`src/sv/btg_pkg.sv`:
```
package btg_pkg;

  // Coordinate differences are 33 bits. They are scaled by 2^24 before the CORDIC
  // iterations, and the CORDIC gain adds about 0.7 bit on top of that.
  localparam int DIFF_W = 33;
  localparam int PRE_SHIFT = 24;
  localparam int XY_W = 60;

  // The angle accumulator uses units where pi = 2^31.
  // The worst-case sum of the table plus pi/2 stays below 2^32.
  localparam int Z_W = 34;

  localparam int HEAD_W = 16;
  localparam int OUT_W = 17;

  localparam int ATAN_DEPTH = 32;

  // atan(2^-i) in units where pi = 2^31.
  localparam logic [31:0] ATAN_TAB [ATAN_DEPTH] = '{
    32'd536870912, 32'd316933406, 32'd167458907, 32'd85004756,
    32'd42667331,  32'd21354465,  32'd10679838,  32'd5340245,
    32'd2670163,   32'd1335087,   32'd667544,    32'd333772,
    32'd166886,    32'd83443,     32'd41722,     32'd20861,
    32'd10430,     32'd5215,      32'd2608,      32'd1304,
    32'd652,       32'd326,       32'd163,       32'd81,
    32'd41,        32'd20,        32'd10,        32'd5,
    32'd3,         32'd1,         32'd1,         32'd0
  };

  typedef struct packed {
    logic signed [XY_W-1:0]   x;
    logic signed [XY_W-1:0]   y;
    logic signed [Z_W-1:0]    z;
    logic                     zero;
    logic signed [HEAD_W-1:0] heading;
  } cvec_t;

endpackage

```
`src/sv/btg_cordic_stage.sv`:
```
module btg_cordic_stage #(
  parameter int STEP = 0
) (
  input  logic           clk,
  input  logic           rst,
  input  logic           in_valid,
  output logic           in_ready,
  input  btg_pkg::cvec_t in_vec,
  output logic           out_valid,
  input  logic           out_ready,
  output btg_pkg::cvec_t out_vec
);
  import btg_pkg::*;

  localparam int K = STEP % ATAN_DEPTH;
  localparam logic signed [Z_W-1:0] ANGLE = Z_W'(ATAN_TAB[K]);

  logic signed [XY_W-1:0] x_sh;
  logic signed [XY_W-1:0] y_sh;
  cvec_t                  vec_next;

  assign in_ready = !out_valid || out_ready;
  assign x_sh = in_vec.x >>> K;
  assign y_sh = in_vec.y >>> K;

  always_comb begin
    vec_next = in_vec;
    if (!in_vec.y[XY_W-1]) begin
      vec_next.x = in_vec.x + y_sh;
      vec_next.y = in_vec.y - x_sh;
      vec_next.z = in_vec.z + ANGLE;
    end else begin
      vec_next.x = in_vec.x - y_sh;
      vec_next.y = in_vec.y + x_sh;
      vec_next.z = in_vec.z - ANGLE;
    end
  end

  always_ff @(posedge clk) begin
    if (rst) begin
      out_valid <= 1'b0;
    end else if (in_ready) begin
      out_valid <= in_valid;
    end
    if (in_ready && in_valid) begin
      out_vec <= vec_next;
    end
  end

endmodule

```
`config.mk`:
```
export PLATFORM = sky130hd
export DESIGN_NAME = btg_cordic_stage
export DESIGN_NICKNAME = d
export VERILOG_FILES = /design/src/sv/btg_pkg.sv /design/src/sv/btg_cordic_stage.sv
export SDC_FILE = /design/constraint.sdc
export NUM_CORES = 1
export LEC_CHECK = 0
export ABC_CLOCK_PERIOD_IN_PS = 15220
export BUFFER_PORTS_ARGS = -buffer_cell sky130_fd_sc_hd__buf_2
export CAP_MARGIN = 25
export CORE_MARGIN = 2
export CORE_UTILIZATION = 58
export DETAILED_ROUTE_END_ITERATION = 10
export PLACE_DENSITY = 0.86
export SKIP_CTS_REPAIR_TIMING = 1
export SLEW_MARGIN = 20
export SYNTH_ARGS = -nofsm -noshare
export SYNTH_HDL_FRONTEND = slang
export SYNTH_SLANG_ARGS = --single-unit
```
`constraint.sdc`:
```
create_clock -name clk -period 15.22 [get_ports clk]
set_input_delay 0.761 -clock clk [delete_from_list [all_inputs] [get_ports clk]]
set_output_delay 0.761 -clock clk [all_outputs]
set_load 0.02 [all_outputs]
```
==> Word-level counts from Yosys, hierarchy flattened <==
Cells that the tools add are included.
{ "op_classes": {"addsub": 5, "mux": 1, "reduce_logical": 3} }
{ "ops": {"columns": ["op", "count"], "rows": [
  ["two-way mux 154 bit", 1],
  ["subtractor 60 bit", 2],
  ["adder 60 bit", 1],
  ["adder 34 x 31 -> 34 bit (second input constant)", 1],
  ["subtractor 34 x 31 -> 34 bit (second input constant)", 1],
  ["logical AND 1 bit", 1],
  ["logical NOT 1 bit", 1],
  ["logical OR 1 bit", 1]
]} }
{ "word_totals": {"register_bits": 172, "in_bits": 175, "output_inout_bits": 173, "word_cells": 15} }

==> Logic depth before layout (Yosys ltp) <==
{ "depth": {"word_depth": 3, "ltp_mapped": 14, "depth_no_buf": 13} }

==> Worst setup path before layout <==
No wires, ideal clock.
{ "synth_timing": {"path_type": "input port to flip-flop", "from": "input port out_ready", "to": "register out_vec[0] (netlist name), enable pin", "setup_time_ns": 0.550, "arrival_ns": 4.944, "required_time_ns": 14.670, "slack_ns": 9.726, "stages": 2, "n_path_buf": 0, "path_cell_list": "nand2b_1 -> and2_1"} }
{ "synth_via": {"elab_chain_cells": 2} }
{ "synth_rtl": {"columns": ["item", "line", "text"], "rows": [
  ["start: declaration", "btg_cordic_stage.sv:10", "input logic out_ready,"],
  ["logical OR 1 bit", "btg_cordic_stage.sv:22", "assign in_ready = !out_valid || out_ready;"],
  ["logical AND 1 bit", "btg_cordic_stage.sv:45", "if (in_ready && in_valid) begin"],
  ["end signal: assignment", "btg_cordic_stage.sv:46", "out_vec <= vec_next;"],
  ["end: declaration", "btg_cordic_stage.sv:11", "output btg_pkg::cvec_t out_vec"]
]} }
Every way passes these cells.
A chain may end at the register's enable or synchronous reset.

==> metrics.md <==
| Metric | Value |
|---|---|
| Crit-path max cell delay | `540 ps` |
| IO buf count | `347` |
| RSZ-0062 raised after global routing | `no` |
| Worst-Margin Slew | `978 ps` |
| Largest net degree at the start of global routing | `89` |
| CP Class | `in -> reg` |
| Area delta synth->final | `15.2%` |
| R2R depth | `3` |
| Multi-input gate area | `10500 um^2` |
| Num rows | `62` |
| Area of the mapped netlist | `16700 um^2` |
| Final wirelength | `62400 um` |
| Fillers | `2309` |
| Critical Path, Cell by Cell | `buf_2, inv_1, ha_1, inv_1, a21oi_1, o31ai_1, a22o_1, o21ai_0, nand3_1, o31a_1, a221o_1, a21oi_1, xnor2_1` |
| Fin crit share | `0.293` |
| VDD IR-drop max | `0.0646 mV` |
| Critical Path Start | `in_vec[75]` |
| Die Span Y | `174 um` |
| Cells after Synth | `1960` |
| Synth Flop Type | `edfxtp_1` |
| Arrival @ worst endpoint | `4660 ps` |
| Lkg Pwr | `8.55 nW` |
| Initial Util | `0.586` |
| Critical Path Slowest Stage Cell | `ha_1` |
| Setup TNS | `0 ps` |
| Net Sw Frac | `0.412` |
| Post-synth cell types | `76` |
| Layout Skew | `13.5 ps` |
| Flop2flop setup slack | `13170 ps` |
| Post-DP Area | `18700 um^2` |
| Max Cap Violations | `0` |
| DR pass1 iterations | `7` |
| Final ANT Viol Nets | `0` |
| Register area | `5120 um^2` |
| Number of CTS-inserted buffers | `17` |
| EDFF count, synth | `170` |
| Syn nets | `2335` |
| Clock root buffer master | `clkbuf_16` |
| Share of the yosys chip area belonging to registers | `0.306` |
| Outcome | `finished, final reports clean` |
| Gr ovfl total | `0` |
| Worst R2R Start | `out_valid` |
| Critical path fanouts, max | `13` |
| DR iter-0 viols | `2498` |
| Fmax | `224 MHz` |
| Most frequent cells in the layout | `buf_2 (346), a21oi_1 (242), ha_1 (196)` |
| Via-per-instance ratio | `6.50` |
| Internal power | `1.06 mW` |
| Req. time, crit path | `15420 ps` |
| Met2 Routed Length | `28400 um` |
| Crit end category | `register` |
| Final hold violation count | `0` |
| Global-route wire length before repair | `94400 um` |
| Synthesis-stage register bit count | `171` |
| Initial antenna violation count | `3` |
| Clock-pin slew on the worst setup and hold paths | `80 ps` |
| Max-slew violation count | `0` |
| Bufs on Longest Clock Path | `2` |
| H-tree levels | `4` |
| Post-synth ARST share | `0` |
| P_sw | `739 uW` |
| Routability-driven placement congestion ratio | `1.02` |
| Vias in the first global route | `16400` |
| Final min period | `4460 ps` |
| Placeable Area | `28500 um^2` |
| Final nets | `2623` |
| CTS tree | `built` |
| Post-route cell area | `19300 um^2` |
| Levels on crit path | `13` |
| Relative slew slack | `0.343` |
| Vias | `17200` |
| CP Launch Type | `input port` |
| Hold Crit Depth | `2` |
| DIE AREA | `30200 um^2` |
| Layout cell share with drive strength beyond 1 | `0.184` |
| Setup violations, final | `0` |
| Hpwl dp | `49500 um` |
| Uppermost layer routed | `met4` |
| Most common cell after layout, fill and taps aside | `buf_2` |
| Critical path buffers and inverters | `3` |
| Clock share of power | `0.255` |
| Ys Warns | `0` |
| IO Pins | `348` |
| Routed wire per std cell | `23.6 um` |
| Seq pwr share | `0.341` |
| Pwr dens | `93.1 nW/um^2` |
| DR WL met3 | `6290 um` |
| Worst hold path class | `in -> reg` |
| M1 WL | `24600 um` |
| Mapped Avg Cell Area | `8.54 um^2` |
| Top delay family on crit path | `compound AO/OA/AOI/OAI gates` |
| Residual DRC count | `0` |
| Worst Hold Path EP | `out_valid` |
| # clock sinks | `171` |
| Critical R2R Capture | `out_vec[169]` |
| Gr usage total | `0.401` |
| Die width | `174 um` |
| Worst hold start | `rst` |
| Gate power share | `0.403` |
| Later-pin clock latency in the skew report | `460 ps` |
[per-layer routing]
layer,GRT usage,vias up
li1,-,7683
met1,0.527,8090
met2,0.645,1214
met3,0.0743,236
met4,0.183,0
met5,0,-
[worst max path at each step]
stage,slack (ps),end
5_1_grt,10630,out_vec[164]
3_3_place_gp,10480,out_vec[102]
2_1_floorplan,9730,out_vec[0]
4_1_cts,10930,out_vec[102]
3_5_place_dp,10470,out_vec[102]
6_report,10760,out_vec[102]
[power by group through the flow]
stage          clock network, mW  logic (mW)  registers [mW]
3_5_place_dp                   0       0.694           0.623
6_report                   0.458       0.724           0.613
2_1_floorplan                  0       0.386           0.698
4_1_cts                    0.456       0.701           0.613
5_1_grt                    0.476       0.764           0.617
3_3_place_gp                   0       0.688           0.622
[cells by family (layout without fill, tap and decap cells)]
logic type                 Yosys count  in the layout  synth area share
AOI/OAI and AO/OA                  695            695             0.264
buffers and inverters              282            583            0.0657
adders and majority gates          200            200             0.151
and+or+nand+nor                    463            463             0.133
other                                0              3                 0
muxes                               30             30            0.0179
DFF                                171            171             0.306
xor gates and xnor gates           119            119            0.0623
[cells in the mapped netlist, types with 18 or more instances]
cell type	count	area, um^2
o21bai_1	33	248
nand2_1	106	398
nor4_1	23	144
a21oi_1	242	1210
nor3_1	41	205
o211ai_1	24	180
edfxtp_1	170	5100
mux2i_1	30	300
nor2_1	134	503
inv_1	188	706
o21a_1	32	240
nand2b_1	23	144
clkbuf_1	47	176
nand3_1	36	180
a211oi_1	18	135
ha_1	196	2450
nor2b_1	22	138
o21ai_0	144	721
nand4_1	32	200
buf_2	24	120
a21o_1	45	338
o31ai_1	23	173
xnor2_1	107	937
[area by class of cell]
cell class	instances	share of cell area
flip-flops and latches	171	0.266
clock inverters	15	0.00908
repair buffers	355	0.0944
diodes	3	0.000389
clock buffers	17	0.0221
well taps	384	0.0249
multi-input cells	1507	0.545
inverters	196	0.0381
[metrics by stage]
stage	power (mW)	hold slack, ps	utilization	std cells	setup slack (ps)
2_1_floorplan	1.08	729	-	1960	9730
3_3_place_gp	1.31	499	0.653	2611	10480
3_5_place_dp	1.32	526	0.654	2612	10470
4_1_cts	1.77	452	0.675	2644	10930
5_1_grt	1.86	454	0.676	2648	10630
6_report	1.79	451	0.676	2648	10760
[registers in the layout, summed over array words and instances, names as in the netlist]
signal,count
out_valid,1
out_vec,170
No activity file was read; power rests on OpenSTA's default activity.
