<file path="src/sv/btg_pkg.sv">
package btg_pkg;

  // Coordinate differences are 33 bits. They are scaled by 2^24 before the CORDIC
  // iterations, and the CORDIC gain adds about 0.7 bit on top of that.
  localparam int DIFF_W = 33;
  localparam int PRE_SHIFT = 24;
  localparam int XY_W = 60;

  // The angle accumulator uses units where pi = 2^31.
  // The worst-case sum of the table plus pi/2 stays below 2^32.
  localparam int Z_W = 34;

  localparam int HEAD_W = 16;
  localparam int OUT_W = 17;

  localparam int ATAN_DEPTH = 32;

  // atan(2^-i) in units where pi = 2^31.
  localparam logic [31:0] ATAN_TAB [ATAN_DEPTH] = '{
    32'd536870912, 32'd316933406, 32'd167458907, 32'd85004756,
    32'd42667331,  32'd21354465,  32'd10679838,  32'd5340245,
    32'd2670163,   32'd1335087,   32'd667544,    32'd333772,
    32'd166886,    32'd83443,     32'd41722,     32'd20861,
    32'd10430,     32'd5215,      32'd2608,      32'd1304,
    32'd652,       32'd326,       32'd163,       32'd81,
    32'd41,        32'd20,        32'd10,        32'd5,
    32'd3,         32'd1,         32'd1,         32'd0
  };

  typedef struct packed {
    logic signed [XY_W-1:0]   x;
    logic signed [XY_W-1:0]   y;
    logic signed [Z_W-1:0]    z;
    logic                     zero;
    logic signed [HEAD_W-1:0] heading;
  } cvec_t;

endpackage

</file>
<file path="src/sv/btg_front.sv">
module btg_front (
  input  logic                clk,
  input  logic                rst,
  input  logic                in_valid,
  output logic                in_ready,
  input  logic signed [31:0]  pose_x,
  input  logic signed [31:0]  pose_y,
  input  logic signed [15:0]  heading,
  input  logic signed [31:0]  goal_x,
  input  logic signed [31:0]  goal_y,
  output logic                out_valid,
  input  logic                out_ready,
  output btg_pkg::cvec_t      out_vec
);
  import btg_pkg::*;

  logic                     diff_valid;
  logic signed [DIFF_W-1:0] dx;
  logic signed [DIFF_W-1:0] dy;
  logic signed [HEAD_W-1:0] diff_heading;
  logic                     diff_ready;
  logic                     rot_ready;

  logic signed [XY_W-1:0] x0;
  logic signed [XY_W-1:0] y0;
  cvec_t                  vec_next;

  assign rot_ready  = !out_valid || out_ready;
  assign diff_ready = !diff_valid || rot_ready;
  assign in_ready   = diff_ready;

  // Stage 1: the goal vector, widened so that it cannot overflow.
  always_ff @(posedge clk) begin
    if (rst) begin
      diff_valid <= 1'b0;
    end else if (diff_ready) begin
      diff_valid <= in_valid;
    end
    if (diff_ready && in_valid) begin
      dx           <= {goal_x[31], goal_x} - {pose_x[31], pose_x};
      dy           <= {goal_y[31], goal_y} - {pose_y[31], pose_y};
      diff_heading <= heading;
    end
  end

  // Stage 2: scaling, and a quarter turn toward the right half plane when dx is negative.
  assign x0 = XY_W'(dx) <<< PRE_SHIFT;
  assign y0 = XY_W'(dy) <<< PRE_SHIFT;

  always_comb begin
    vec_next.zero    = (dx == '0) && (dy == '0);
    vec_next.heading = diff_heading;
    if (x0[XY_W-1]) begin
      if (!y0[XY_W-1]) begin
        vec_next.x = y0;
        vec_next.y = -x0;
        vec_next.z = Z_W'(1) <<< 30;
      end else begin
        vec_next.x = -y0;
        vec_next.y = x0;
        vec_next.z = -(Z_W'(1) <<< 30);
      end
    end else begin
      vec_next.x = x0;
      vec_next.y = y0;
      vec_next.z = '0;
    end
  end

  always_ff @(posedge clk) begin
    if (rst) begin
      out_valid <= 1'b0;
    end else if (rot_ready) begin
      out_valid <= diff_valid;
    end
    if (rot_ready && diff_valid) begin
      out_vec <= vec_next;
    end
  end

endmodule

</file>
<file path="config.mk">
export PLATFORM = sky130hd
export DESIGN_NAME = btg_front
export DESIGN_NICKNAME = d
export VERILOG_FILES = /design/src/sv/btg_pkg.sv /design/src/sv/btg_front.sv
export SDC_FILE = /design/constraint.sdc
export NUM_CORES = 1
export LEC_CHECK = 0
export ABC_CLOCK_PERIOD_IN_PS = 7300
export CAP_MARGIN = 20
export CORE_AREA = 3 3 172 132
export DETAILED_ROUTE_END_ITERATION = 8
export DIE_AREA = 0 0 175 135
export DONT_BUFFER_PORTS = 1
export GPL_ROUTABILITY_DRIVEN = 1
export PLACE_DENSITY = 0.81
export SYNTH_ARGS = -nofsm -noshare
export SYNTH_HDL_FRONTEND = slang
export SYNTH_SLANG_ARGS = --single-unit
</file>
<file path="constraint.sdc">
create_clock -name clk -period 7.3 [get_ports clk]
set_input_delay 0 -clock clk [delete_from_list [all_inputs] [get_ports clk]]
set_output_delay 0 -clock clk [all_outputs]
set_load 0.01 [all_outputs]
</file>
---- Word level (Yosys, flattened, before mapping) ----
Cells that the tools add are included.
storage, ports and cells
  register bits after elaboration ......... 255
  logic and storage cells ................. 30
  output and inout port bits .............. 173
cells by class
  bitwise gates (word level) .............. 1
  muxes and demuxes ....................... 2
  add/subtract/negate cells ............... 4
  reductions and logical operators ........ 11
operator list
  kind               number
  $mux 150           2
  $neg 57->60        2
  $logic_not 33->1   2
  $sub 32x32->33     2
  $logic_and 1x1->1  3
  $logic_not 1->1    2
  $logic_or 1x1->1   2
  $reduce_and 2->1   1
  $reduce_or 2->1    1
  $not 1->1          1

---- Logic depth before layout (Yosys ltp) ----
  depth in word-level cells ............... 4
  depth in mapped cells ................... 10
  mapped depth without buffers ............ 10

---- Worst setup path before layout ----
No wires, ideal clock.
  kind .................................... register to register
  from .................................... register out_valid
  to ...................................... register out_vec[0] (netlist bit), enable pin
  path slack .............................. 2.210 ns
  data required time ...................... 6.748 ns
  arrival time ............................ 4.538 ns
  buffers on the path ..................... 0
  cell stages (with the launch flop) ...... 3
  period minus slack after synthesis ...... 5.090 ns
  path through ............................ dfxtp_1 > nor2b_1 > nor2b_1
on the way
  cells in the longest elaborated chain, start to end .. 3
ends and longest elaborated chain
  item                    RTL line         RTL
  from (decl)             btg_front.sv:11  output logic out_valid,
  from (signal assigned)  btg_front.sv:74  out_valid <= diff_valid;
  $logic_not 1->1         btg_front.sv:28  assign rot_ready = !out_valid || out_ready;
  $logic_or 1x1->1        btg_front.sv:28
  $logic_and 1x1->1       btg_front.sv:76  if (rot_ready && diff_valid) begin
  to (signal assigned)    btg_front.sv:77  out_vec <= vec_next;
  to (decl)               btg_front.sv:13  output btg_pkg::cvec_t out_vec
Every way passes these cells.
A chain may end at the register's enable or synchronous reset.

---- Worst setup path in the final report ----
  from .................................... input port pose_x[0]
  to ...................................... register dx[32] (data pin)
on the way
  cells in the longest elaborated chain, start to end .. 1
ends and longest elaborated chain
  item                  RTL line         RTL
  from (decl)           btg_front.sv:6   input logic signed [31:0] pose_x,
  $sub 32x32->33        btg_front.sv:40  dx <= {goal_x[31], goal_x} - {pose_x[31], pose_x};
  to (signal assigned)  btg_front.sv:40
  to (decl)             btg_front.sv:18  logic signed [DIFF_W-1:0] dx;
Every way passes these cells.

==> out/qor.csv <==
stage,metric,value,unit
routing,firstDrtPassIters,7,
die,core,0.0211,mm²
synth,avgSynthCellArea,9.76,µm²
cells_and_area,drive_gt1_frac,0.0365,
sta,setup_viol,0,
run_status,status,"complete, no violations",
synth,synth_commonest_cells,"173 x edfxtp_1, 140 x a21oi_1, 124 x nor2_1",
cells_and_area,layout.nets,1411,
pwr,power_switching,0.000904,W
sta,setup_tns,0,ns
setup_path,crit_type,input pin to flop,
flow_run,maxCapViolCount,0,
setup_path,crit_required,7.47,ns
synth,yosys_warnings,0,
synth,synth_top_area_share,0.451,
sta,finalMaxSlewViolations,0,
sta,hold_violations,0,
synth,yosysMostFrequentCell,edfxtp_1,
sta,slew_headroom,0.293,
routing,top_layer,met4,
pwr,seqPwrFrac,0.458,
place,dp_hpwl,21600,µm
clock_tree,cts-root-buf,clkbuf_16,
setup_path,critPathArrivalTime,3.05,ns
routing,wirelength,28100,µm
pwr,p_per_area,242,mW/mm²
synth,synth_edf_count,173,
synth,synth_xor_area_frac,0.0889,
routing,ant_nets,0,
sta,post-route-period-util,0.395,
routing,drt-wirelength-per-cell,18.8,µm
setup_path,cp-end-kind,flop,
grt,antenna_found_initial,0,
sta,grt_setup_unrepaired,no,
die,die_h,135,µm
grt,grt_pass1_wl,42400,µm
synth,syn_area,0.0115,mm²
cells_and_area,final_util,0.589,
setup_path,reg2reg_depth,8,
grt,grt_use_total,0.231,
synth,synth_seq_cells,175,
routing,wl_met1,13000,µm
synth,synth_flop_cell,edfxtp_1,
clock_tree,cts_buffers,17,
sta,finClkSkew,0.00989,ns
cells_and_area,final_cells,1494,
routing,vias_per_cell,5.76,
min_path,hold_depth,2,
min_path,hold_class,input pin to flop,
synth,synth_top_family_by_area,compound AO/OA/AOI/OAI gates,
synth,synthTopCellsByArea,"edfxtp_1 45%, ha_1 7.4%, a21oi_1 6.1%, xnor2_1 5.3%, buf_4 5.2%",
grt,grt_start_max_net_pins,99,
clock_tree,cts.path.max_buffers,2,
cells_and_area,diodes,0,
die,start_util,0.547,
pwr,switching_share,0.302,
sta,period_minus_slack,2.88,ns
synth,synthAdderAreaFrac,0.0773,
pwr,peakVddDrop,0.171,mV
clock_tree,clkLatencyLatePin,0.42,ns
routing,wl_met2,12100,µm
routing,wl_met3,2650,µm
die,die_width,175,µm
routing,vias,8610,
routing,drc,0,
cells_and_area,syn2layout_area_growth,7.58,%
clock_tree,cts_tree,done,
synth,yosysSeqAreaShare,0.454,
synth,synth_largest_area_cell,edfxtp_1,
routing,drt_iter0_drc,794,
grt,grt_pass1_vias,7705,
setup_path,crit_fanout,5,
synth,synth_cell_types,59,
place,place_area,0.0115,mm²
sta,worstMarginPinSlew,1.06,ns
pwr,p_int,0.00209,W
sta,holdWs,0.0115,ns
place,place_inst,1431,
synth,synth-simple-area-share,0.121,
die,fp-row-count,46,
setup_path,start_kind,input pin,
die,dieArea,0.0236,mm²
synth,synth_compound_area_frac,0.162,
clock_tree,cts.sinks,175,
synth,synthMuxAreaShare,0.00174,
clock_tree,htree_levels,4,
place,routabilityCongestion,0.945,
grt,grt.overflow.total,0,
synth,synth_async_sr_flop_share,0,
sta,fmax,347,MHz
pwr,clockPowerShare,0.315,
cells_and_area,finish.instance_area,0.0124,mm²
die,ios,321,
synth,syn_inst,1181,
place,port-buffer-count,0,
pwr,power_frac_comb,0.226,
clock_tree,clk_pin_slew,0.07,ns
pwr,power.leakage,4.95,nW
metrics by stage:
stage | worst slack [ns] | power, W
final | 4.42 | 0.00300
after CTS | 4.43 | 0.00299
after global placement | 4.64 | 0.00202
after global routing | 4.17 | 0.00314
after floorplan | 2.21 | 0.00189
after detailed placement | 4.55 | 0.00204
critical path: stages:
cell and delay, ns:
dlygate4sd3_1 0.54, ha_1 0.24, fa_1 0.41, nor2b_1 0.18, o2111ai_1 0.16, a31oi_1 0.25, or3_1 0.20, a41oi_1 0.31
o31a_1 0.42, a221o_1 0.34
what timing repair did:
action / 4_1_cts / 5_1_grt
gates resized for setup: 0 / 0
hold endpoints to repair: 26 / 0
hold buffers: 31 / 0
setup buffers: 0 / 0
registers in the layout, summed over array words and instances, names as in the netlist:
name / cells
diff_heading: 16
diff_valid: 1
dx: 33
dy: 33
out_valid: 1
out_vec: 91
layout make-up:
class / count / area [µm²]
Multi-Input combinational cell: 876 / 5510
Clock buffer: 18 / 429
Inverter: 87 / 327
Sequential cell: 175 / 5240
Clock inverter: 14 / 189
Timing Repair Buffer: 36 / 348
Fill cell: 1731 / 8670
Tap cell: 288 / 360
worst paths after layout:
path                   startpoint      endpoint  slack [ns]
setup / recovery        pose_x[0]        dx[32]        4.42
hold / removal         goal_y[21]        dy[21]        0.01
setup reg to reg           dx[14]  out_vec[107]        4.50
hold reg to reg   diff_heading[3]    out_vec[3]        0.42
placed cells by master, fill, tap and decap left out, types with 20 or more instances in the layout:
cell type      Yosys  routed
a21oi_1          140     140
xor2_1            47      47
edfxtp_1         173     173
conb_1             1      81
nor2_1           124     124
o21ai_0           45      45
ha_1              68      68
a31oi_1           22      22
a21o_1            20      20
dlygate4sd3_1      0      31
inv_1             86      86
nand2_1           70      70
xnor2_1           70      70
kinds of logic after synthesis:
logic type | count (synthesis)
xor+xnor | 117
mux | 2
flops | 175
compound gates | 305
other cells | 1
fa+ha+maj | 70
buf+inv | 210
simple gates | 301
power groups by stage:
stage,sequential (W),combinational (W),clock [W]
floorplan,0.00136,0.000530,0
global placement,0.00139,0.000635,0
detailed placement,0.00139,0.000643,0
CTS,0.00137,0.000664,0.000956
global route,0.00138,0.000751,0.00100
finish,0.00137,0.000678,0.000945
per-layer routing:
| metal | global-route usage | vias up |
|---|---|---|
| li1 | - | 4084 |
| met1 | 0.351 | 3973 |
| met2 | 0.335 | 518 |
| met3 | 0.0517 | 35 |
| met4 | 0.0580 | 0 |
| met5 | 0 | - |
(Power assumes the default switching activity.)
