[src/sv/btg_pkg.sv]
package btg_pkg;

  // Coordinate differences are 33 bits. They are scaled by 2^24 before the CORDIC
  // iterations, and the CORDIC gain adds about 0.7 bit on top of that.
  localparam int DIFF_W = 33;
  localparam int PRE_SHIFT = 24;
  localparam int XY_W = 60;

  // The angle accumulator uses units where pi = 2^31.
  // The worst-case sum of the table plus pi/2 stays below 2^32.
  localparam int Z_W = 34;

  localparam int HEAD_W = 16;
  localparam int OUT_W = 17;

  localparam int ATAN_DEPTH = 32;

  // atan(2^-i) in units where pi = 2^31.
  localparam logic [31:0] ATAN_TAB [ATAN_DEPTH] = '{
    32'd536870912, 32'd316933406, 32'd167458907, 32'd85004756,
    32'd42667331,  32'd21354465,  32'd10679838,  32'd5340245,
    32'd2670163,   32'd1335087,   32'd667544,    32'd333772,
    32'd166886,    32'd83443,     32'd41722,     32'd20861,
    32'd10430,     32'd5215,      32'd2608,      32'd1304,
    32'd652,       32'd326,       32'd163,       32'd81,
    32'd41,        32'd20,        32'd10,        32'd5,
    32'd3,         32'd1,         32'd1,         32'd0
  };

  typedef struct packed {
    logic signed [XY_W-1:0]   x;
    logic signed [XY_W-1:0]   y;
    logic signed [Z_W-1:0]    z;
    logic                     zero;
    logic signed [HEAD_W-1:0] heading;
  } cvec_t;

endpackage

[src/sv/btg_back.sv]
module btg_back #(
  parameter int ANGLE_BITS = 16
) (
  input  logic                 clk,
  input  logic                 rst,
  input  logic                 in_valid,
  output logic                 in_ready,
  input  btg_pkg::cvec_t       in_vec,
  output logic                 out_valid,
  input  logic                 out_ready,
  output logic signed [16:0]   bearing
);
  import btg_pkg::*;

  localparam int S1 = 32 - ANGLE_BITS;
  localparam int SH = ANGLE_BITS - 16;
  localparam logic signed [Z_W-1:0] RND1 = Z_W'(1) <<< (S1 - 1);

  logic                     rnd_valid;
  logic                     rnd_ready;
  logic signed [Z_W-1:0]    z_round;
  logic signed [HEAD_W-1:0] rnd_heading;
  logic signed [Z_W-1:0]    z_in;
  logic signed [Z_W-1:0]    z_scaled;
  logic [15:0]              rel;
  logic signed [OUT_W-1:0]  bearing_next;

  assign in_ready  = !rnd_valid || rnd_ready;
  assign rnd_ready = !out_valid || out_ready;

  // A zero vector has an angle of zero, whatever the iterations left behind.
  assign z_in = in_vec.zero ? '0 : in_vec.z;

  always_ff @(posedge clk) begin
    if (rst) begin
      rnd_valid <= 1'b0;
    end else if (in_ready) begin
      rnd_valid <= in_valid;
    end
    if (in_ready && in_valid) begin
      z_round     <= (z_in + RND1) >>> S1;
      rnd_heading <= in_vec.heading;
    end
  end

  generate
    if (SH > 0) begin : g_down
      localparam logic signed [Z_W-1:0] RND2 = Z_W'(1) <<< (SH - 1);
      assign z_scaled = (z_round + RND2) >>> SH;
    end else if (SH < 0) begin : g_up
      assign z_scaled = z_round <<< (-SH);
    end else begin : g_same
      assign z_scaled = z_round;
    end
  endgenerate

  // Everything above the low 16 bits drops out in the wrap. A value of -pi is
  // reported as +pi.
  assign rel = z_scaled[15:0] - rnd_heading[15:0];
  assign bearing_next = (rel > 16'h8000) ? {1'b1, rel} : {1'b0, rel};

  always_ff @(posedge clk) begin
    if (rst) begin
      out_valid <= 1'b0;
    end else if (rnd_ready) begin
      out_valid <= rnd_valid;
    end
    if (rnd_ready && rnd_valid) begin
      bearing <= bearing_next;
    end
  end

endmodule

[config.mk]
export PLATFORM = sky130hd
export DESIGN_NAME = btg_back
export DESIGN_NICKNAME = d
export VERILOG_FILES = /design/src/sv/btg_pkg.sv /design/src/sv/btg_back.sv
export SDC_FILE = /design/constraint.sdc
export NUM_CORES = 1
export LEC_CHECK = 0
export BUFFER_PORTS_ARGS = -buffer_cell sky130_fd_sc_hd__buf_4
export CELL_PAD_IN_SITES_DETAIL_PLACEMENT = 1
export CELL_PAD_IN_SITES_GLOBAL_PLACEMENT = 1
export CORE_MARGIN = 4
export CORE_UTILIZATION = 30
export CTS_CLUSTER_DIAMETER = 30
export DETAILED_ROUTE_END_ITERATION = 16
export PLACE_DENSITY_LB_ADDON = 0.1
export SYNTH_ARGS = -nofsm -noshare
export SYNTH_HDL_FRONTEND = slang
export SYNTH_SLANG_ARGS = --single-unit
[constraint.sdc]
create_clock -name clk -period 5.7 [get_ports clk]
set_clock_uncertainty 0.05 [all_clocks]
set_input_delay 0.57 -clock clk [delete_from_list [all_inputs] [get_ports clk]]
set_output_delay 0.57 -clock clk [all_outputs]
set_load 0.01 [all_outputs]
[Word-level counts from Yosys, hierarchy flattened]
Index checks and enable logic that the tools add are counted.
Word-level totals
  register bits: 51
  word-level logic and storage cells: 16
Cells by class
  add/subtract/negate cells: 2
  order comparisons: 1
  mux-type cells: 2
  reductions and logical operators: 6
Operators by type and width (count)
  $add 32x17->32 const B: 1
  $mux 32: 1
  $mux 17: 1
  $gt 16x16->1 const B: 1
  $sub 16x16->16: 1
  $logic_and 1x1->1: 2
  $logic_not 1->1: 2
  $logic_or 1x1->1: 2

[Depth between registers and ports, before layout]
Gate-level depths: netlist of the first run.
  depth after elaboration: 4
  mapped depth: 11

[Worst setup path before layout of the first run]
No wires, ideal clock.
  path kind: reg-to-reg
  start: register rnd_heading[1]
  end: register bearing[16] (data pin)
  data arrival time: 2.800 ns
  required time: 5.391 ns
  path slack: 2.591 ns
  cell stages (with the launch flop): 11
  path buffers: 0
  clock period less this slack: 3.109 ns
  cell sequence: edfxtp_1 > inv_1 > ha_1 > nor2b_4 > o2111a_2 > or4_4 > a2111oi_2 > or4b_1 > nor4_2 > nand4b_1 > o31a_1
On the way
  cells in the longest elaborated chain, start to end: 3
Ends and longest elaborated chain
  start: declaration: line btg_back.sv:22  | logic signed [HEAD_W-1:0] rnd_heading;
  start signal: assignment: line btg_back.sv:42  | rnd_heading <= in_vec.heading;
  $sub 16x16->16: line btg_back.sv:59  | assign rel = z_scaled[15:0] - rnd_heading[15:0];
  $gt 16x16->1: line btg_back.sv:60  | assign bearing_next = (rel > 16'h8000) ? {1'b1, rel} : {1'b0, rel};
  $mux 17: line btg_back.sv:60
  named net bearing_next[16]: line btg_back.sv:26  | logic signed [OUT_W-1:0] bearing_next;
  end signal: assignment: line btg_back.sv:69  | bearing <= bearing_next;
  end: declaration: line btg_back.sv:11  | output logic signed [16:0] bearing
The timed path passes the listed nets, and every way through them passes these cells.
A chain may end at the register's enable or synchronous reset.

[Worst setup path in the final report of the first run]
  start: register z_round[0]
  end: register bearing[16] (data pin)
On the way
  cells in the longest elaborated chain, start to end: 3
Ends and longest elaborated chain
  start: declaration: line btg_back.sv:21  | logic signed [Z_W-1:0] z_round;
  start signal: assignment: line btg_back.sv:41  | z_round <= (z_in + RND1) >>> S1;
  $sub 16x16->16: line btg_back.sv:59
  $gt 16x16->1: line btg_back.sv:60
  $mux 17: line btg_back.sv:60
  named net bearing_next[16]: line btg_back.sv:26
The timed path passes the listed nets, and every way through them passes these cells.

==> flow_summary.yaml, run 1 <==
final_layout:
  drive_gt1_share_pct: 23.9
  finalNetCount: 505
  syn_to_final_growth_pct: 22.8
  final_core_util_pct: 37.7
  final_common_cell: "buf_4"
  final_cell_mix: "58 x buf_4, 49 x edfxtp_1, 23 x a21oi_1"
  n_antenna_cell: 0
  fillers: 1045
clock_network:
  htree_levels: 2
  cts_tree: "built"
  cts_buffer_depth: 2
  cts_sinks: 51
  clk_latency_ps: 300
  post_cts_buffers: 0
  cts_buffers: 5
  hold_buffers: 0
  cts-resized-gates: 0
  path_clk_slew_ps: 90
  clock-root-buffer: "clkbuf_8"
worst_setup_path:
  slowest_stage: "a2111oi_0"
  slowest_delay_ps: 740
  critPathArrivalTime_ps: 3460
  critPathLaunchType: "flip-flop"
  critPathRequiredTime_ps: 5710
  worstRegToRegCells: 11
  timing_worst_setup_path_type: "flip-flop to flip-flop"
  path_cells: "inv_1 > ha_1 > fa_1 > nand2b_1 > a21oi_1 > a2111oi_0 > xnor2_1 > or4b_1 > nor4_2 > nand4b_1 > o31a_1"
  end_kind: "flip-flop"
  cp_max_fo: 3
grt:
  grtUsageMet2_pct: 17.2
  met3_usage_pct: 2.47
  grt_pass1_wl_um: 10000
  busiest_layer: "met2"
  met1_usage_pct: 15.4
  antenna_found_initial: 0
  track_usage_pct: 11.2
  overflow: 0
  grt_pass1_vias: 2086
  grt_max_degree: 33
timing:
  fmax_mhz: 290
  final-setup-viol-count: 0
  rsz0062_at_grt: "no"
  worstMarginPinSlew_ps: 851
  slew_violations: 0
  final.setup.tns_ps: 0
  period_share_pct: 60.5
  period_needed_ps: 3450
  slew_headroom_pct: 41.8
  hold_viol: 0
logic_synthesis:
  yosysTopAreaCellShare_pct: 52.2
  ys_seq_area_share_pct: 53.6
  synthArstFlopShare_pct: 0
  synth_edf_count: 49
  syn-cell-area_mm2: 0.00282
  yosysUniqueCellTypes: 43
  ys_ff_latch: 51
  syn_nets: 445
  syn_avg_cell_area_um2: 11.2
  yosysTopAreaCell: "edfxtp_1"
  syn_inst: 253
  ys.warnings.count: 0
  yosys-top-cells-area: "edfxtp_1 52%, ha_1 7.1%, a21oi_1 4.1%"
  synth_flop_cell: "edfxtp_1"
drt:
  wl_per_cell_um: 13.7
  via_per_inst: 4.68
  vias: 1987
  totalWireLength_um: 5820
  drc_errors: 0
  dr.pass1.iters: 4
  ant_nets: 0
  drtIter0Drc: 42
floorplan:
  die-area_mm2: 0.0110
  die_w_um: 105
  coreArea_mm2: 0.00920
  initial_core_util_pct: 30.7
  die_y_um: 105
  rows: 35
  io_pins: 194
run:
  drv_cap: 0
placement:
  port_buffers: 56
  place_hpwl_um: 4620
  gp_congestion: 0.776
pwr:
  power.leakage_nw: 1.37
  peakVddDrop_uv: 98.3
  power-per-cell-area_mw_per_mm2: 247
min_path:
  hold_path.class: "input pin to flip-flop"
  hold_depth: 2
outcome:
  status: "completed"
## report_power, final
group | switching (mW) | total (mW) | internal [mW]
Sequential | 0.00808 | 0.455 | 0.447
Clock | 0.123 | 0.209 | 0.0859
Combinational | 0.102 | 0.190 | 0.0879
## logic make-up after synthesis
kind of cell / after synthesis / synth area share [%]
xor gates and xnor gates: 24 / 7.45
AOI/OAI and AO/OA: 51 / 11.3
DFF: 51 / 53.6
adders and majority gates: 17 / 7.80
buffers and inverters: 25 / 3.37
and+or+nand+nor: 85 / 16.5
## area by class of cell
cell class	instances	area [um^2]	share of cell area, %
clock buffer	5	68.8	1.99
clock inverter	3	20.0	0.578
inverter	20	75.1	2.17
multi-input combinational	177	1210	35.1
sequential	51	1510	43.6
tap	111	139	4.01
timing repair buffer	58	435	12.6
## per-layer routing
metal / wire [um] / share of wire, % / up-vias
met5: 0 / 0 / -
met4: 97 / 1.7 / 0
li1: - / - / 1036
met2: 2620 / 45 / 39
met3: 196 / 3.4 / 5
met1: 2910 / 50 / 907
## cells in the mapped netlist (3+ instances only)
library cell,n
edfxtp_1,49
xor2_1,12
or2_2,3
nand2_1,17
inv_1,20
nor2_1,17
nor3_1,5
nor2b_1,8
xnor2_1,12
o21a_1,3
nand4_1,6
nor3b_1,4
clkbuf_1,4
a21o_1,3
a21oi_1,23
or3_1,4
nand3_1,8
ha_1,16
o21ai_0,11
## through the flow
step / power, mW / cells / hold WS, ps / cell area, um^2 / setup WS (ps)
after global routing: 0.913 / 425 / 352 / 3460 / 2050
final: 0.854 / 425 / 374 / 3460 / 2250
after global placement: 0.652 / 417 / 449 / 3380 / 2260
after detailed placement: 0.656 / 417 / 472 / 3380 / 2210
after floorplan: 0.584 / 253 / 428 / 2820 / 2590
after CTS: 0.870 / 425 / 355 / 3460 / 2190
## registers in the layout (all words and copies together), names as in the netlist
| name | count |
|---|---|
| bearing | 17 |
| z_round | 16 |
| rnd_heading | 16 |
| rnd_valid | 1 |
| out_valid | 1 |
## path summary, 6_finish.rpt
kind                                              from                     end  slack, ps
worst max register to register    z_round[0]$_DFFE_PP_   bearing[16]$_DFFE_PP_       2250
worst min register to register  rnd_valid$_SDFFE_PP0N_  out_valid$_SDFFE_PP0P_        480
worst max-delay path              z_round[0]$_DFFE_PP_   bearing[16]$_DFFE_PP_       2250
worst min-delay path                               rst  rnd_valid$_SDFFE_PP0N_        370
## worst max-delay path, delay by kind of cell (launching register included)
family	cells	cell delay, ps
AOI/OAI and AO/OA	3	1060
xor gates and xnor gates	1	210
adders and majority gates	2	460
buffers and inverters	1	80
DFF	1	370
and+or+nand+nor	4	990
Note: power is estimated with default switching activity, not from simulation.
==> run 2, diff against run 1 <==
--- a/config.mk
+++ b/config.mk
@@ -9,7 +9,7 @@
 export CELL_PAD_IN_SITES_DETAIL_PLACEMENT = 1
 export CELL_PAD_IN_SITES_GLOBAL_PLACEMENT = 1
 export CORE_MARGIN = 4
-export CORE_UTILIZATION = 30
+export CORE_UTILIZATION = 27
 export CTS_CLUSTER_DIAMETER = 30
 export DETAILED_ROUTE_END_ITERATION = 16
 export PLACE_DENSITY_LB_ADDON = 0.1
==> constraint.sdc (replaced) <==
create_clock -name clk -period 3.11 [get_ports clk]
set_clock_uncertainty 0.05 [all_clocks]
set_input_delay 0.311 -clock clk [delete_from_list [all_inputs] [get_ports clk]]
set_output_delay 0.311 -clock clk [all_outputs]
set_load 0.01 [all_outputs]
==> flow_summary.yaml, run 2 (synthesis gave the netlist of run 1 again) <==
outcome:
  status: "finished, violations left"
  violations: "negative setup slack"
timing:
  layout_setup_ws_ps: -160
  worstMarginPinSlew_ps: 505
  rsz0062_at_grt: "yes"
  period_needed_ps: 3270
  slew_violations: 0
  final-setup-viol-count: 1
  slew_headroom_pct: 66.2
  fmax_mhz: 306
  hold_viol: 0
  period_share_pct: 105
run:
  drv_cap: 0
worst_setup_path:
  cp_max_fo: 2
  startpoint: "z_round[1]$_DFFE_PP_"
  critPathRequiredTime_ps: 3120
  timing_worst_setup_path_type: "flip-flop to flip-flop"
  regToRegSetupSlack_ps: -160
  critPathLaunchType: "flip-flop"
  end_kind: "flip-flop"
  critical_path.endpoint: "bearing[16]$_DFFE_PP_"
  critPathArrivalTime_ps: 3280
  r2r-end: "bearing[16]$_DFFE_PP_"
  worstRegToRegCells: 9
  r2r-start: "z_round[1]$_DFFE_PP_"
clock_network:
  cts_buffer_depth: 2
  cts_buffers: 5
  path_clk_slew_ps: 90
  clk_latency_ps: 310
  cts_sinks: 51
  htree_levels: 2
  clock-root-buffer: "clkbuf_8"
  cts_tree: "built"
placement:
  placed_cells: 463
  port_buffers: 56
  place_hpwl_um: 4760
  gp_congestion: 0.789
drt:
  via_per_inst: 4.39
  wl_per_cell_um: 12.6
  wl_met1_um: 2990
  drc_errors: 0
  ant_nets: 0
  dr.pass1.iters: 4
  met2WireLength_um: 2620
  drtIter0Drc: 36
  met3_length_um: 232
  top_layer: "met4"
  totalWireLength_um: 5940
  vias: 2070
pwr:
  combPwrFrac_pct: 23.6
  p_sw_share_pct: 26.2
  power-per-cell-area_mw_per_mm2: 460
  power.leakage_nw: 1.50
  p_int_mw: 1.26
  clock_power_share_pct: 27.5
  peakVddDrop_uv: 181
  power.switching_uw: 446
  power_frac_seq_pct: 48.9
final_layout:
  reg_top3: "bearing: 17 flops, rnd_heading: 16 flops, z_round: 16 flops"
  final_core_util_pct: 36.2
  syn_to_final_growth_pct: 31.4
  n_antenna_cell: 0
  drive_gt1_share_pct: 29.2
  final_common_cell: "buf_4"
  finalNetCount: 527
  largest_register_ffs: 17
  top_register: "bearing"
  final_cell_mix: "80 x buf_4, 49 x edfxtp_1, 23 x a21oi_1"
  fin_cells: 472
grt:
  grt_max_degree: 33
  grt_pass1_vias: 2199
  overflow: 0
  antenna_found_initial: 0
  grt_pass1_wl_um: 10100
  track_usage_pct: 10.5
floorplan:
  io_pins: 194
  initial_core_util_pct: 27.6
  die-area_mm2: 0.0121
  die_y_um: 110
  rows: 37
  die_w_um: 110
  coreArea_mm2: 0.0102
min_path:
  hold_path.class: "input pin to flip-flop"
-- run 2: worst max-delay path, cell delays in order, from the launching register on --
cell and delay, ps:
edfxtp_1 420, ha_1 310, nor2b_4 130, o2111a_2 250, or4_4 510, a2111oi_4 340, or4b_4 510, nor4_4 140
nand4b_1 120, o31a_1 250
-- run 2: what timing repair did --
action / 4_1_cts / 5_1_grt
hold buffers: 0 / 0
pin swaps: 1 / 0
cloned: 0 / 0
buffers inserted: 0 / 1
resized for setup: 3 / 0
setup endpoints to repair: 1 / 1
-- run 2: layout make-up --
type                       count  area (um^2)
multi-input combinational    177         1240
timing repair buffer          80          601
clock buffer                   5         68.8
sequential                    51         1510
fill                        1167         6520
clock inverter                 3         42.5
tap                          136          170
inverter                      20         75.1
-- run 2: stage by stage --
stage,hold WS (ps),area (um^2),setup TNS [ps],worst slack (ps),total power [mW]
after floorplan,333,2820,0,0.944,1.07
after global placement,432,3560,-209,-209,1.24
after detailed placement,435,3560,-211,-211,1.25
after CTS,101,3700,-211,-211,1.74
after global routing,98.3,3710,-302,-302,1.82
final,114,3710,-160,-160,1.70
-- run 2: worst min path at each step --
stage	startpoint	cells past startpoint	slack (ps)	to
floorplan	rst	1	330	out_valid$_SDFFE_PP0P_
global placement	rst	2	430	rnd_valid$_SDFFE_PP0N_
detailed placement	rst	2	440	rnd_valid$_SDFFE_PP0N_
CTS	rst	2	100	rnd_valid$_SDFFE_PP0N_
global route	in_vec[14]	1	100	rnd_heading[14]$_DFFE_PP_
finish	rst	2	110	rnd_valid$_SDFFE_PP0N_
-- run 2: routing by layer --
metal / track usage, % / up-vias
li1: - / 1082
met1: 14.5 / 942
met2: 16.7 / 40
met3: 1.98 / 6
met4: 3.43 / 0
met5: 0 / -
-- run 2: power groups by stage --
stage | Combinational, mW | Sequential, mW | Clock, mW
3_3_place_gp | 0.391 | 0.850 | 0
6_report | 0.402 | 0.834 | 0.469
4_1_cts | 0.408 | 0.836 | 0.497
2_1_floorplan | 0.211 | 0.859 | 0
3_5_place_dp | 0.397 | 0.851 | 0
5_1_grt | 0.453 | 0.840 | 0.523
==> run 3, diff against run 2 <==
--- a/config.mk
+++ b/config.mk
@@ -5,6 +5,7 @@
 export SDC_FILE = /design/constraint.sdc
 export NUM_CORES = 1
 export LEC_CHECK = 0
+export ABC_AREA = 1
 export BUFFER_PORTS_ARGS = -buffer_cell sky130_fd_sc_hd__buf_4
 export CELL_PAD_IN_SITES_DETAIL_PLACEMENT = 1
 export CELL_PAD_IN_SITES_GLOBAL_PLACEMENT = 1
@@ -12,6 +13,7 @@
 export CORE_UTILIZATION = 27
 export CTS_CLUSTER_DIAMETER = 30
 export DETAILED_ROUTE_END_ITERATION = 16
+export GPL_TIMING_DRIVEN = 0
 export PLACE_DENSITY_LB_ADDON = 0.1
 export SYNTH_ARGS = -nofsm -noshare
 export SYNTH_HDL_FRONTEND = slang
==> flow_summary.yaml, run 3 <==
outcome:
  status: "completed"
timing:
  fmax_mhz: 443
  hold_viol: 0
  final.setup.tns_ps: 0
  slew_violations: 0
  period_share_pct: 72.5
  period_needed_ps: 2260
  rsz0062_at_grt: "no"
  slew_headroom_pct: 21.5
  worstMarginPinSlew_ps: 1180
  final-setup-viol-count: 0
final_layout:
  reg_top3: "bearing: 17 flops, rnd_heading: 16 flops, z_round: 16 flops"
  finalNetCount: 621
  multi_input_area_mm2: 0.00129
  regArea_mm2: 0.00151
  largest_register_ffs: 17
  syn_to_final_growth_pct: 24.4
  final_cell_mix: "108 x nand2_1, 80 x inv_1, 56 x buf_4"
  n_antenna_cell: 0
  fillers: 1367
  final_common_cell: "nand2_1"
  drive_gt1_share_pct: 18.8
  top_register: "bearing"
drt:
  dr.pass1.iters: 4
  wl_per_cell_um: 11.5
  ant_nets: 0
  drc_errors: 0
  via_per_inst: 4.16
  drtIter0Drc: 51
  totalWireLength_um: 6580
  vias: 2384
logic_synthesis:
  yosysUniqueCellTypes: 27
  synth_flop_cell: "edfxtp_1"
  synthArstFlopShare_pct: 0
  synth_edf_count: 49
  yosysMostFrequentCell: "nand2_1"
  yosysTopAreaCell: "edfxtp_1"
  ys_seq_area_share_pct: 48.3
  yosysTopAreaCellShare_pct: 47.0
  syn_inst: 367
  syn_avg_cell_area_um2: 8.53
  yosys-top-cells-area: "edfxtp_1 47%, nand2_1 13%, inv_1 9.6%"
  ys_ff_latch: 51
  syn_nets: 559
  syn-cell-area_mm2: 0.00313
  synth_common_cells: "108 x nand2_1, 80 x inv_1, 49 x edfxtp_1, 29 x nor2_1, 19 x nand3_1"
  ys.warnings.count: 0
worst_setup_path:
  worstRegToRegCells: 13
  slowest_delay_ps: 410
  r2r-start: "z_round[0]$_DFFE_PP_"
  critPathArrivalTime_ps: 2250
  cp_max_fo: 3
  critPathRequiredTime_ps: 3100
  regToRegSetupSlack_ps: 850
  r2r-end: "bearing[16]$_DFFE_PP_"
  timing_worst_setup_path_type: "flip-flop to flip-flop"
  slowest_stage: "fa_1"
  critPathLaunchType: "flip-flop"
  path_common_cell: "nand2_1"
  end_kind: "flip-flop"
  path_cells: "inv_1 > ha_1 > fa_1 > inv_1 > nand3_1 > nand2_1 > nand2_1 > nand2_1 > nand3_1 > nor2_1 > nand2_1 > nor2_1 > a21oi_1"
clock_network:
  post_cts_buffers: 0
  hold_buffers: 0
  clk_latency_ps: 290
  cts_buffer_depth: 2
  cts_buffers: 5
  clock-root-buffer: "clkbuf_16"
  cts_sinks: 51
  cts_tree: "built"
  path_clk_slew_ps: 70
  htree_levels: 2
  cts-resized-gates: 0
pwr:
  power-per-cell-area_mw_per_mm2: 467
  peakVddDrop_uv: 181
  power.leakage_nw: 1.90
  total_power_mw: 1.82
floorplan:
  rows: 39
  coreArea_mm2: 0.0114
  die_w_um: 116
  die_y_um: 116
  io_pins: 194
  die-area_mm2: 0.0134
  initial_core_util_pct: 27.5
placement:
  place_hpwl_um: 5610
  port_buffers: 55
  gp_congestion: 0.771
grt:
  antenna_found_initial: 0
  overflow: 0
  grt_max_degree: 33
  grt_pass1_wl_um: 11200
  grt_pass1_vias: 2551
  track_usage_pct: 10.6
min_path:
  hold-path-endpoint: "rnd_valid$_SDFFE_PP0N_"
  hp-start: "rst"
  hold_path.class: "input pin to flip-flop"
  hold_depth: 2
run:
  drv_cap: 0
==> run 3: cells by family (layout without fill, tap and decap cells) <==
group | after synthesis | in the layout | synth area share (%)
flip-flops | 51 | 51 | 48.3
adder cells (fa/ha/maj) | 17 | 17 | 7.04
buffers and inverters | 83 | 146 | 10.5
AND/OR/NAND/NOR | 185 | 185 | 27.4
XOR/XNOR | 15 | 15 | 4.20
AO/OA/AOI/OAI | 16 | 16 | 2.56
==> run 3: routing by layer <==
layer	track usage, %	part of all wire (%)
met1	13.1	47
met4	3.25	1.1
met5	0	0
met3	2.14	3.7
met2	18.7	48
==> run 3: worst max-delay path, delay by kind of cell, from the launching register on <==
family,cells,cell delay (ps)
adders and majority gates,2,620
buffers and inverters,2,150
AOI/OAI and AO/OA,1,70
DFF,1,340
and+or+nand+nor,8,780
==> run 3: area by class of cell <==
class / instances / area share, %
flip-flops and latches: 51 / 38.8
multi-input cells: 233 / 33.2
repair buffers: 55 / 10.6
clock inverters: 3 / 1.12
inverters: 81 / 7.94
clock buffers: 5 / 3.21
plain buffers: 2 / 0.482
well taps: 143 / 4.60
==> run 3: how the worst max path moves through the flow <==
stage / endpoint / start / depth (start not counted)
2_1_floorplan: bearing[16]$_DFFE_PP_ / rnd_heading[0]$_DFFE_PP_ / 12
5_1_grt: bearing[16]$_DFFE_PP_ / z_round[0]$_DFFE_PP_ / 13
4_1_cts: bearing[16]$_DFFE_PP_ / z_round[0]$_DFFE_PP_ / 13
3_5_place_dp: bearing[16]$_DFFE_PP_ / z_round[0]$_DFFE_PP_ / 13
6_report: bearing[16]$_DFFE_PP_ / z_round[0]$_DFFE_PP_ / 13
3_3_place_gp: bearing[16]$_DFFE_PP_ / z_round[0]$_DFFE_PP_ / 13
==> run 3: through the flow <==
stage               utilization [%]  hold slack [ps]  std cells  cell area [um^2]  setup WS [ps]
floorplan                         -              330        367              3130           1160
global placement               32.7              403        565              3720            838
detailed placement             32.8              432        565              3720            789
CTS                            34.2              118        573              3890            781
global route                   34.2              128        573              3890            603
finish                         34.2              130        573              3890            854
==> run 3: report_power, final <==
group          switching (mW)  total (mW)  leakage [nW]  internal (mW)
Sequential             0.0137       0.830         0.494          0.816
Combinational           0.221       0.367          1.32          0.147
Clock                   0.240       0.619        0.0838          0.379
Total                   0.474        1.82          1.90           1.34
